<file path="src/design/tffp_pkg.sv">
// Package for the tagged frame field parser: byte codes, parser phase type
// and the item struct passed from the input register to the parser core.
// No dependencies.
`default_nettype none

package tffp_pkg;

   localparam int unsigned BYTE_W     = 8;
   localparam int unsigned WORD_W     = 32;
   localparam int unsigned WORD_COUNT = 4;
   localparam int unsigned IDX_W      = 2;

   localparam logic [BYTE_W-1:0] BYTE_OPEN  = 8'h23;  // '#'
   localparam logic [BYTE_W-1:0] BYTE_CLOSE = 8'h24;  // '$'
   localparam logic [BYTE_W-1:0] BYTE_TAG_A = 8'h41;  // 'A'
   localparam logic [BYTE_W-1:0] BYTE_TAG_D = 8'h44;  // 'D'

   typedef enum logic [1:0] {
      PHASE_HUNT    = 2'd0,
      PHASE_TAG     = 2'd1,
      PHASE_PAYLOAD = 2'd2
   } phase_type;

   typedef struct packed {
      logic [BYTE_W-1:0] rx_byte;
      logic              buffer_start;
   } item_type;

endpackage : tffp_pkg

`default_nettype wire

</file>
<file path="src/design/tffp_core.sv">
// Parser core: phase state machine and the four field words.
// Depends on tffp_pkg.
`default_nettype none

module tffp_core (
   input  wire logic                                       clock,
   input  wire logic                                       reset,
   input  wire logic                                       fire,
   input  wire tffp_pkg::item_type                         item,
   output logic                                            emit,
   output logic [tffp_pkg::WORD_COUNT*tffp_pkg::WORD_W-1:0] words
);
   import tffp_pkg::*;

   phase_type         phase_ff, phase_in;
   logic [IDX_W-1:0]  word_ff, word_in;
   logic [IDX_W-1:0]  slot_ff, slot_in;
   logic [WORD_W-1:0] words_ff [WORD_COUNT];
   logic              wr_en;
   phase_type         phase_eff;
   logic [BYTE_W-1:0] tag_off;

   assign tag_off   = item.rx_byte - BYTE_TAG_A;
   // buffer start forces hunting before the byte is looked at
   assign phase_eff = item.buffer_start ? PHASE_HUNT : phase_ff;

   always_comb begin
      phase_in = phase_ff;
      word_in  = word_ff;
      slot_in  = slot_ff;
      wr_en    = 1'b0;
      emit     = 1'b0;
      if (fire) begin
         case (phase_eff)
            PHASE_HUNT: begin
               phase_in = (item.rx_byte == BYTE_OPEN) ? PHASE_TAG : PHASE_HUNT;
            end
            PHASE_TAG: begin
               if (item.rx_byte >= BYTE_TAG_A && item.rx_byte <= BYTE_TAG_D) begin
                  phase_in = PHASE_PAYLOAD;
                  word_in  = tag_off[IDX_W-1:0];
                  slot_in  = '0;
               end else begin
                  phase_in = PHASE_HUNT;
                  emit     = (item.rx_byte == BYTE_CLOSE);
               end
            end
            PHASE_PAYLOAD: begin
               wr_en   = 1'b1;
               slot_in = slot_ff + 1'b1;
               if (slot_ff == '1) begin
                  phase_in = PHASE_TAG;
               end
            end
            default: begin
               phase_in = PHASE_HUNT;
            end
         endcase
      end
   end

   always_ff @(posedge clock) begin
      if (reset) begin
         phase_ff <= PHASE_HUNT;
         word_ff  <= '0;
         slot_ff  <= '0;
      end else begin
         phase_ff <= phase_in;
         word_ff  <= word_in;
         slot_ff  <= slot_in;
      end
   end

   always_ff @(posedge clock) begin
      if (reset) begin
         for (int i = 0; i < WORD_COUNT; i++) begin
            words_ff[i] <= '0;
         end
      end else if (wr_en) begin
         words_ff[word_ff][slot_ff*BYTE_W +: BYTE_W] <= item.rx_byte;
      end
   end

   always_comb begin
      for (int i = 0; i < WORD_COUNT; i++) begin
         words[i*WORD_W +: WORD_W] = words_ff[i];
      end
   end

endmodule : tffp_core

`default_nettype wire

</file>
<file path="src/design/tagged_frame_field_parser.sv">
// Top level of the tagged frame field parser: input register, parser core,
// result register. Depends on tffp_pkg and tffp_core.
`default_nettype none

// Takes one received byte per transfer on the req_ stream. A '#' opens a
// frame; each tag byte 'A'..'D' is followed by four payload bytes written,
// least significant byte first, into one of four 32-bit words (A: long
// speed, B: lateral speed, C: heading rate, D: steering). A '$' in tag
// position closes the frame and sends all four words as one rsp_ transfer;
// any other tag byte drops back to hunting for '#'. req_tuser high marks the
// first byte of a new buffer and forces hunting before that byte is parsed.
// Words keep their values across frames and reset to zero. Throughput is
// one byte per clock while the rsp_ side does not stall: a byte is held in
// the input register while the parser core updates its phase and words,
// and a closing '$' then loads the result register, which drives rsp_tvalid.
// The input register and the result register each hold a transfer while
// the rsp_ side stalls, so req_tready stays high until both are full.
module tagged_frame_field_parser (
   input  wire logic         clock,
   input  wire logic         reset,
   input  wire logic         req_tvalid,
   output logic              req_tready,
   input  wire logic [7:0]   req_tdata,   // [7:0] rx_byte
   input  wire logic         req_tuser,   // [0] buffer_start
   output logic              rsp_tvalid,
   input  wire logic         rsp_tready,
   output logic [127:0]      rsp_tdata    // [31:0] long_speed_bits,
                                          // [63:32] lateral_speed_bits,
                                          // [95:64] heading_rate_bits,
                                          // [127:96] steering_bits
);
   import tffp_pkg::*;

   logic                             in_valid_ff;
   item_type                         in_item_ff;
   logic                             rsp_valid_ff;
   logic [WORD_COUNT*WORD_W-1:0]     rsp_data_ff;
   logic                             advance;
   logic                             req_xfer;
   logic                             emit;
   logic [WORD_COUNT*WORD_W-1:0]     words;

   // advance the core whenever the result slot is free or being drained
   assign advance    = !rsp_valid_ff || rsp_tready;
   assign req_tready = !in_valid_ff || advance;
   assign req_xfer   = req_tvalid && req_tready;

   // input register
   always_ff @(posedge clock) begin
      if (reset) begin
         in_valid_ff <= 1'b0;
      end else if (req_xfer) begin
         in_valid_ff <= 1'b1;
      end else if (advance) begin
         in_valid_ff <= 1'b0;
      end
   end

   always_ff @(posedge clock) begin
      if (req_xfer) begin
         in_item_ff.rx_byte      <= req_tdata;
         in_item_ff.buffer_start <= req_tuser;
      end
   end

   tffp_core u_core (
      .clock (clock),
      .reset (reset),
      .fire  (in_valid_ff && advance),
      .item  (in_item_ff),
      .emit  (emit),
      .words (words)
   );

   // result register: snapshot the words when '$' closes a frame
   always_ff @(posedge clock) begin
      if (reset) begin
         rsp_valid_ff <= 1'b0;
      end else if (advance) begin
         rsp_valid_ff <= emit;
      end
   end

   always_ff @(posedge clock) begin
      if (advance && emit) begin
         rsp_data_ff <= words;
      end
   end

   assign rsp_tvalid = rsp_valid_ff;
   assign rsp_tdata  = rsp_data_ff;

`ifndef SYNTHESIS
   a_result_from_close: assert property (@(posedge clock) disable iff (reset)
      $rose(rsp_valid_ff) |-> $past(in_valid_ff && in_item_ff.rx_byte == BYTE_CLOSE))
      else $error("result without a closing byte");

   a_input_hold: assert property (@(posedge clock) disable iff (reset)
      (in_valid_ff && !advance) |=> (in_valid_ff && $stable(in_item_ff)))
      else $error("input register changed while stalled");

   a_ready_only_when_room: assert property (@(posedge clock) disable iff (reset)
      !req_tready |-> (in_valid_ff && rsp_valid_ff))
      else $error("ready dropped with room available");
`endif

endmodule : tagged_frame_field_parser

`default_nettype wire
</file>
<file path="config.mk">
export PLATFORM = sky130hd
export DESIGN_NAME = tagged_frame_field_parser
export DESIGN_NICKNAME = d
export VERILOG_FILES = /design/src/design/tffp_pkg.sv /design/src/design/tffp_core.sv /design/src/design/tagged_frame_field_parser.sv
export SDC_FILE = /design/constraint.sdc
export NUM_CORES = 1
export LEC_CHECK = 0
export ABC_AREA = 1
export BUFFER_PORTS_ARGS = -buffer_cell sky130_fd_sc_hd__buf_2
export CAP_MARGIN = 15
export CELL_PAD_IN_SITES_DETAIL_PLACEMENT = 0
export CELL_PAD_IN_SITES_GLOBAL_PLACEMENT = 1
export CORE_MARGIN = 3
export CORE_UTILIZATION = 43
export DETAILED_ROUTE_END_ITERATION = 16
export GPL_ROUTABILITY_DRIVEN = 0
export PLACE_DENSITY = 0.75
export SLEW_MARGIN = 20
export SYNTH_ARGS = -nofsm -noshare
export SYNTH_HDL_FRONTEND = slang
export SYNTH_SLANG_ARGS = --single-unit
export TNS_END_PERCENT = 100
</file>
<file path="constraint.sdc">
create_clock -name clock -period 4.3 [get_ports clock]
set_clock_uncertainty 0.1 [all_clocks]
set_input_delay 0.215 -clock clock [delete_from_list [all_inputs] [get_ports clock]]
set_output_delay 0.215 -clock clock [all_outputs]
set_load 0.01 [all_outputs]
</file>
# Word-level counts from Yosys, hierarchy flattened
# Memory sizes are Yosys's and may differ from the RTL's. A register that Yosys moved wholly into a read port is not among the register bits.
# Index checks and enable logic that the tools add are counted.
# classes
n_addsub,3
multipliers,0
div,0
order_cmp,2
n_eq_ne,7
n_shift,2
mux,22
n_bitwise,0
n_reduce_logical,15
# op_table
operator,n
2-to-1 mux 32 bit,3
negator 5 -> 34 bit,1
variable shift 8 x 34 -> 32 bit (first input constant),1
variable part select 8 x 34 -> 32 bit,1
OR reduction 32 bit,1
equality test 8 x 6 -> 1 bit (second input constant),2
2-to-1 mux 1 bit,12
2-to-1 mux 2 bit,5
greater-or-equal comparator 8 x 7 -> 1 bit (second input constant),1
less-or-equal comparator 8 x 7 -> 1 bit (second input constant),1
one-hot mux 2 bit (3 select lines),1
AND reduction 3 bit,2
equality test 2 bit (second input constant),2
logical AND 1 bit,4
!= test 2 x 1 -> 1 bit (second input constant),2
one-hot mux 2 bit (2 select lines),1
nonzero test 2 bit,2
adder 2 x 1 -> 2 bit (second input constant),1
equality test 2 x 1 -> 1 bit (second input constant),1
logical NOT 1 bit,2
logical NOT 2 bit,1
logical OR 1 bit,2
AND reduction 2 bit,1
subtractor 2 x 1 -> 2 bit (second input constant),1
# word_totals
register_bits,17
latchBits,0
ramBits,128
rom_bits,0
input_bits,13
elab_cells,59
n_memories,1
# memory_table
name,depth,width,read_ports,rd_ports_with_merged_regs,wr,line,rtl
u_core.words_ff,4,32,4,4,4,tffp_core.sv:18,logic [WORD_W-1:0] words_ff [WORD_COUNT];

# Longest topological paths before layout
# Gate-level depths: netlist of run 1.
# depth
depth_word,9
ltp_mapped,9
ltp_nobuf,9

# Cells and area by module
# From an unflattened synthesis of run 1, not the netlist that was laid out.
# unflattened
cells_unflattened,584
area_unflattened_um2,9798.1
# modules_own_cells
module,n_inst,cells_per_inst,area_each_um2,seq_area_each_um2
tffp_core,1,431,5570.3,3963.8
tagged_frame_field_parser,1,153,4227.8,4154.0

# Least setup slack after synthesis of run 1
# OpenSTA, ideal clock, no wires.
# synth_path
path_type,register to register
startpoint,register in_item_ff[1] (netlist name)
endpoint,register rsp_data_ff[0] (netlist: rsp_tdata[0]) (read register of u_core.words_ff) (enable)
setup_ps,481
arrival_time_ps,3432
required_time_ps,3719
slack_ps,287
path_stages_with_launch,7
path_buffers,0
path_cell_list,edfxtp_1 inv_1 ha_1 nand2_1 nor2_1 nand3_1 inv_1
# synth_via
elab_chain_len,6
# synth_lines
item,line,rtl
"start, declared",tagged_frame_field_parser.sv:35,item_type in_item_ff;
greater-or-equal comparator 8 x 7 -> 1 bit or less-or-equal comparator 8 x 7 -> 1 bit (tied branches),tffp_core.sv:39,if (item.rx_byte >= BYTE_TAG_A && item.rx_byte <= BYTE_TAG_D) begin
logical AND 1 bit,tffp_core.sv:39,
2-to-1 mux 1 bit *,tffp_core.sv:39,
2-to-1 mux 1 bit *,tffp_core.sv:34,case (phase_eff)
2-to-1 mux 1 bit *,tffp_core.sv:33,if (fire) begin
logical AND 1 bit *,tagged_frame_field_parser.sv:85,if (advance && emit) begin
"end, declared",tagged_frame_field_parser.sv:37,logic [WORD_COUNT*WORD_W-1:0] rsp_data_ff;
# Mark *: on every way between the ends. The rest lies on a longest branch, timed or not.
# A chain may end at the register's enable or synchronous reset.

==> results of run 1 <==
## routing by layer
layer | routed length, um | part of all wire
met5 | 0 | 0
met4 | 381 | 0.021
met3 | 1340 | 0.073
met2 | 9420 | 0.51
met1 | 7170 | 0.39
## final timing paths
path,start,to,slack [ns],cells past startpoint
setup / recovery,u_core.slot_ff[0],u_core.words_ff[3][0],1.16,7
setup reg to reg,u_core.slot_ff[0],u_core.words_ff[3][0],1.16,7
hold / removal,req_tdata[7],in_item_ff[8],0.31,2
hold reg to reg,u_core.words_ff[0][26],rsp_tdata[26],0.32,0
## through the flow
stage	util	std cells	cell area, um2	worst slack [ns]	hold slack (ns)
2_1_floorplan	-	572	9680	0.287	0.184
3_3_place_gp	0.487	987	10700	1.30	0.296
3_5_place_dp	0.487	987	10700	1.20	0.295
4_1_cts	0.529	1045	11600	1.19	0.281
5_1_grt	0.529	1045	11600	0.880	0.296
6_report	0.529	1045	11600	1.16	0.306
## registers in the layout (all words and copies together) (netlist names)
name / cells
u_core.word_ff: 2
in_item_ff: 9
u_core.slot_ff: 2
u_core.words_ff: 128
rsp_tdata: 128
u_core.phase_ff: 2
rsp_tvalid: 1
in_valid_ff: 1
## synthesized netlist by cell type (all sizes together)
cell type / number / area share
a21oi: 9 / 0.0047
buf: 7 / 0.0074
clkbuf: 2 / 0.00090
clkinv: 1 / 0.00052
dfxtp: 8 / 0.017
edfxtp: 265 / 0.82
ha: 7 / 0.0090
inv: 62 / 0.024
nand2: 36 / 0.015
nand3: 33 / 0.018
nand4: 20 / 0.029
nor2: 112 / 0.045
nor3: 3 / 0.0016
o211ai: 2 / 0.0016
o21ai: 5 / 0.0049
## final cells by class
cell class              count  area (um2)
well taps                 280         350
fillers                  1761       10300
clock buffers              30         687
inverters                  63         240
flip-flops and latches    273        8120
clock inverters            16         125
multi-input cells         227        1240
repair buffers            156         858
## logic make-up (layout without fill, tap and decap cells)
| group | count (synthesis) | after routing | synth area share |
|---|---|---|---|
| AOI/OAI and AO/OA | 16 | 16 | 0.0111 |
| adders and majority gates | 7 | 7 | 0.00905 |
| buffers and inverters | 72 | 265 | 0.0328 |
| DFF | 273 | 273 | 0.839 |
| and+or+nand+nor | 204 | 204 | 0.108 |
## power breakdown
| part | switching, uW | total [uW] | internal [uW] |
|---|---|---|---|
| Sequential | 42.1 | 3020 | 2980 |
| Combinational | 44.0 | 63.4 | 19.3 |
| Clock | 884 | 2140 | 1250 |
## timing repair
item,4_1_cts,5_1_grt
endpoints found under the setup margin,0,0
hold buffers,12,0
endpoints found under the hold margin,15,0
setup buffers,0,0
==> results by group, run 1 <==
Power
  – Pwr Total: 5230 uW
  – P_leak: 0.00427 uW
  – Max rail drop VDD: 0.255 mV
  – Power per cell area: 450 mW/mm2

Floorplanning
  – Die H: 156 um
  – Starting Density: 0.441
  – # rows: 54
  – Core region area: 0.0220 mm2
  – Die area: 0.0243 mm2
  – Num ports: 143
  – Die W: 156 um

Outcome
  – Status: finished clean

Clock network
  – H-tree depth: 1
  – Root Buffer: clkbuf_16
  – Clk pin slew, worst setup/hold paths: 0.07 ns
  – Post-cts gate resize count: 0
  – CTS buffer count: 26
  – Clk Latency, worst-skew pair: 0.52 ns
  – Max clock buf depth: 3
  – CTS tree: done
  – # clock sinks: 273

Logic synthesis
  – Netlist cell types: 29
  – Syn Std Cell Area: 0.00968 mm2
  – Syn_nets: 592
  – Syn Inst Count: 572
  – Syn avg cell area: 16.9 um2
  – Sequential share of the synthesized area: 0.839
  – Synth Register Bits: 273
  – YS warnings: 0

Final layout
  – Antenna cells: 0
  – Post-layout nets: 767
  – Commonest non-fill, non-tap cell in the layout: edfxtp_1
  – Layout cells sized above 1: 0.269
  – Most frequent cells in the layout: edfxtp_1 (265), buf_2 (142), nor2_1 (109)
  – Area grow syn2layout: 20.1%

Place
  – DP HPWL: 12,500 um
  – Input/output buffers: 142

Worst setup path
  – Buffers and inverters on the worst path: 2
  – Most used cell, CP: inv_1
  – Critical Path, Cell by Cell: inv_1, ha_1, o211ai_1, nand2_4, o21ai_1, nand2_1, inv_1
  – Worst EP required: 4.39 ns
  – WS Path Type: reg2reg
  – Crit path capture type: flip-flop
  – Largest stage delay, worst path: 0.64 ns
  – Slowest CP cell: dfxtp_1
  – Crit Path Max Fanout: 45
  – Worst EP arrival: 3.23 ns
  – Startpoint Class: flip-flop
  – Crit-path leading delay family: compound AO/OA/AOI/OAI gates

Drt
  – DRC: 0
  – Routed wire length: 18,300 um
  – DRT antenna net count: 0
  – Vias per inst: 4.86
  – Drt pass-1 iters: 5
  – Iteration-0 DRC Markers: 366
  – Wirelength per Cell: 17.5 um
  – Vias: 5,082

Timing
  – Fin crit period: 3.14 ns
  – Final Hold Fails: 0
  – Worst-Margin Slew: 0.815 ns
  – Unrepaired setup endpoints after global routing: no
  – Relative slew slack: 0.453
  – Tcrit/Tclk final: 0.729
  – Final setup fails: 0
  – Setup_tns: 0 ns
  – Fmax: 319 MHz
  – Max-slew violations: 0

GRT
  – Congestion Overflow GR: 0
  – All-Layer GR Usage: 0.150
  – First-pass GRT wire length: 28,000 um
  – Most Crowded Layer GR: met2
  – Grt met2 use: 0.256
  – Largest net degree at the start of global routing: 66
  – GR Layer Usage met3: 0.0311
  – Met1 GRT Util: 0.194
  – Number of global-route vias before repair: 4,949
  – Initial antenna violation count: 0

Min path
  – Hold Crit Class: in2reg

Job
  – Max Cap Viol: 0
No activity file was read; power rests on OpenSTA's default activity.
==> run 2, diff against run 1 <==
- CORE_UTILIZATION: 43 -> 47
- PLACE_DENSITY: 0.75 -> 0.78
- clock period: 4.3 -> 3.03 ns (I/O delays scaled with it)
==> run 2 against run 1 <==
Effect of this change: critical path depth is the same; die area is 8.2% lower; sequential cell count stayed put; worst hold slack got worse by 0.22 ns; wire length shrank 0.96%; sequential share of layout area is essentially flat; non-clock buffer count grew 4; first-iteration DRC count is 16% higher; via count grew 0.12%; fmax increased by 20%.
==> results by group, run 2 (synthesized netlist as in run 1, its figures left out) <==
Clock network
  – Post-cts gate resize count: 0 (unchanged)
  – CTS buffer count: 26 (unchanged)
  – Clk Latency, worst-skew pair: 0.51 ns (was 0.52 ns)
  – # clock sinks: 273 (unchanged)
  – H-tree depth: 1 (unchanged)
  – Max clock buf depth: 3 (unchanged)
  – Clk pin slew, worst setup/hold paths: 0.06 ns (was 0.07 ns)
  – CTS tree: done (unchanged)
  – Root Buffer: clkbuf_16 (unchanged)

GRT
  – Number of global-route vias before repair: 5,092 (was 4,949)
  – Initial antenna violation count: 0 (unchanged)
  – All-Layer GR Usage: 0.158 (was 0.150)
  – Congestion Overflow GR: 0 (unchanged)
  – Largest net degree at the start of global routing: 129 (was 66)
  – First-pass GRT wire length: 27,100 um (was 28,000 um)

Timing
  – Max-slew violations: 0 (unchanged)
  – Unrepaired setup endpoints after global routing: no (unchanged)
  – Fmax: 381 MHz (was 319 MHz)
  – Final Hold Fails: 0 (unchanged)
  – Relative slew slack: 0.478 (was 0.453)
  – Setup_tns: 0 ns (unchanged)
  – Final setup fails: 0 (unchanged)
  – Worst-Margin Slew: 0.777 ns (was 0.815 ns)
  – Fin crit period: 2.62 ns (was 3.14 ns)
  – Tcrit/Tclk final: 0.865 (was 0.729)

Final layout
  – Commonest non-fill, non-tap cell in the layout: edfxtp_1 (unchanged)
  – Area grow syn2layout: 20.1% (about the same)
  – Most frequent cells in the layout: edfxtp_1 (265), buf_2 (142), nor2_1 (109) (unchanged)
  – Antenna cells: 0 (unchanged)
  – Finished layout cell area: 0.0116 mm2 (about the same)
  – Core Util, Final: 0.586 (was 0.529)
  – Post-layout nets: 771 (was 767)
  – Layout cells sized above 1: 0.273 (was 0.269)

Min path
  – Hold Crit Class: in2reg (unchanged)
  – Worst hold path stage count: 3 (was 2)

Worst setup path
  – R2R depth: 7 (unchanged)
  – Worst EP arrival: 2.70 ns (was 3.23 ns)
  – Crit path capture type: flip-flop (unchanged)
  – Startpoint Class: flip-flop (unchanged)
  – Crit Path Max Fanout: 24 (was 45)
  – WS Path Type: reg2reg (unchanged)
  – Worst EP required: 3.11 ns (was 4.39 ns)

Power
  – Power per cell area: 631 mW/mm2 (was 450 mW/mm2)
  – Pwr Total: 7340 uW (was 5230 uW)
  – P_leak: 0.00427 uW (about the same)
  – Max rail drop VDD: 0.390 mV (was 0.255 mV)

Drt
  – DRC: 0 (unchanged)
  – DRT antenna net count: 0 (unchanged)
  – Iteration-0 DRC Markers: 425 (was 366)
  – Routed wire length: 18,100 um (was 18,300 um)
  – Vias per inst: 4.92 (was 4.86)
  – Drt pass-1 iters: 5 (unchanged)
  – Wirelength per Cell: 17.5 um (about the same)
  – Vias: 5,088 (was 5,082)

Floorplanning
  – Num ports: 143 (unchanged)
  – Core region area: 0.0198 mm2 (was 0.0220 mm2)
  – Die W: 150 um (was 156 um)
  – Starting Density: 0.488 (was 0.441)
  – Die H: 150 um (was 156 um)
  – # rows: 51 (was 54)
  – Die area: 0.0224 mm2 (was 0.0243 mm2)

Place
  – Area after DPL: 0.0107 mm2 (about the same)
  – DP HPWL: 12,400 um (was 12,500 um)
  – Input/output buffers: 142 (unchanged)

Outcome
  – Status: finished clean (unchanged)

Job
  – Max Cap Viol: 0 (unchanged)
==> run 2: changes by cell type in the layout (fill, tap and decap cells not counted), sizes merged <==
cell | previous run | this run
buf | 144 | 148
clkbuf | 30 | 33
clkinvlp | 1 | 3
clkinv | 14 | 10
bufinv | 2 | 1
==> run 2: final cells by class <==
type | count | area (um2)
clock buffers | 33 | 698
clock inverters | 13 | 92.6
fillers | 1503 | 8220
inverters | 63 | 241
multi-input cells | 227 | 1250
flip-flops and latches | 273 | 8120
well taps | 265 | 332
repair buffers | 160 | 901
==> run 2: metal layers <==
layer | global-route usage | up-vias | share of wire
li1 | - | 2405 | -
met1 | 0.198 | 2491 | 0.40
met2 | 0.285 | 168 | 0.52
met3 | 0.0267 | 24 | 0.056
met4 | 0.0449 | 0 | 0.016
met5 | 0 | - | 0
==> run 2: stage by stage <==
stage          hold slack, ns  worst slack [ns]  instances
2_1_floorplan           0.121            -0.259        572
3_3_place_gp            0.228             0.578        976
3_5_place_dp            0.231             0.426        976
4_1_cts                0.0770             0.422       1034
5_1_grt                0.0823             0.297       1034
6_report               0.0885             0.408       1034
==> run 2: final timing paths <==
path | start | endpoint | slack [ns]
worst max register to register | u_core.slot_ff[0] | u_core.words_ff[3][2] | 0.41
worst max-delay path | u_core.slot_ff[0] | u_core.words_ff[3][2] | 0.41
worst min-delay path | req_tvalid | in_item_ff[3] | 0.09
worst min register to register | u_core.words_ff[0][14] | rsp_tdata[14] | 0.32
==> run 2: critical path: stages, from the launching register on <==
cell	delay, ns
dfxtp_1	0.42
inv_1	0.13
ha_1	0.27
o211ai_1	0.31
nand2_4	0.26
o21ai_1	0.39
nand2_1	0.13
inv_1	0.27
==> run 2: repair_timing <==
action                    CTS  global route
hold endpoints to repair   17             0
hold buffers               12             0
buffers inserted            0             0
==> run 2: power by group <==
group / switching [uW] / total, uW / internal (uW) / leakage [uW]
Clock: 1250 / 2960 / 1710 / 0.000379
Sequential: 59.1 / 4290 / 4230 / 0.00252
Combinational: 63.3 / 91.1 / 27.8 / 0.00137
Total: 1370 / 7340 / 5970 / 0.00427
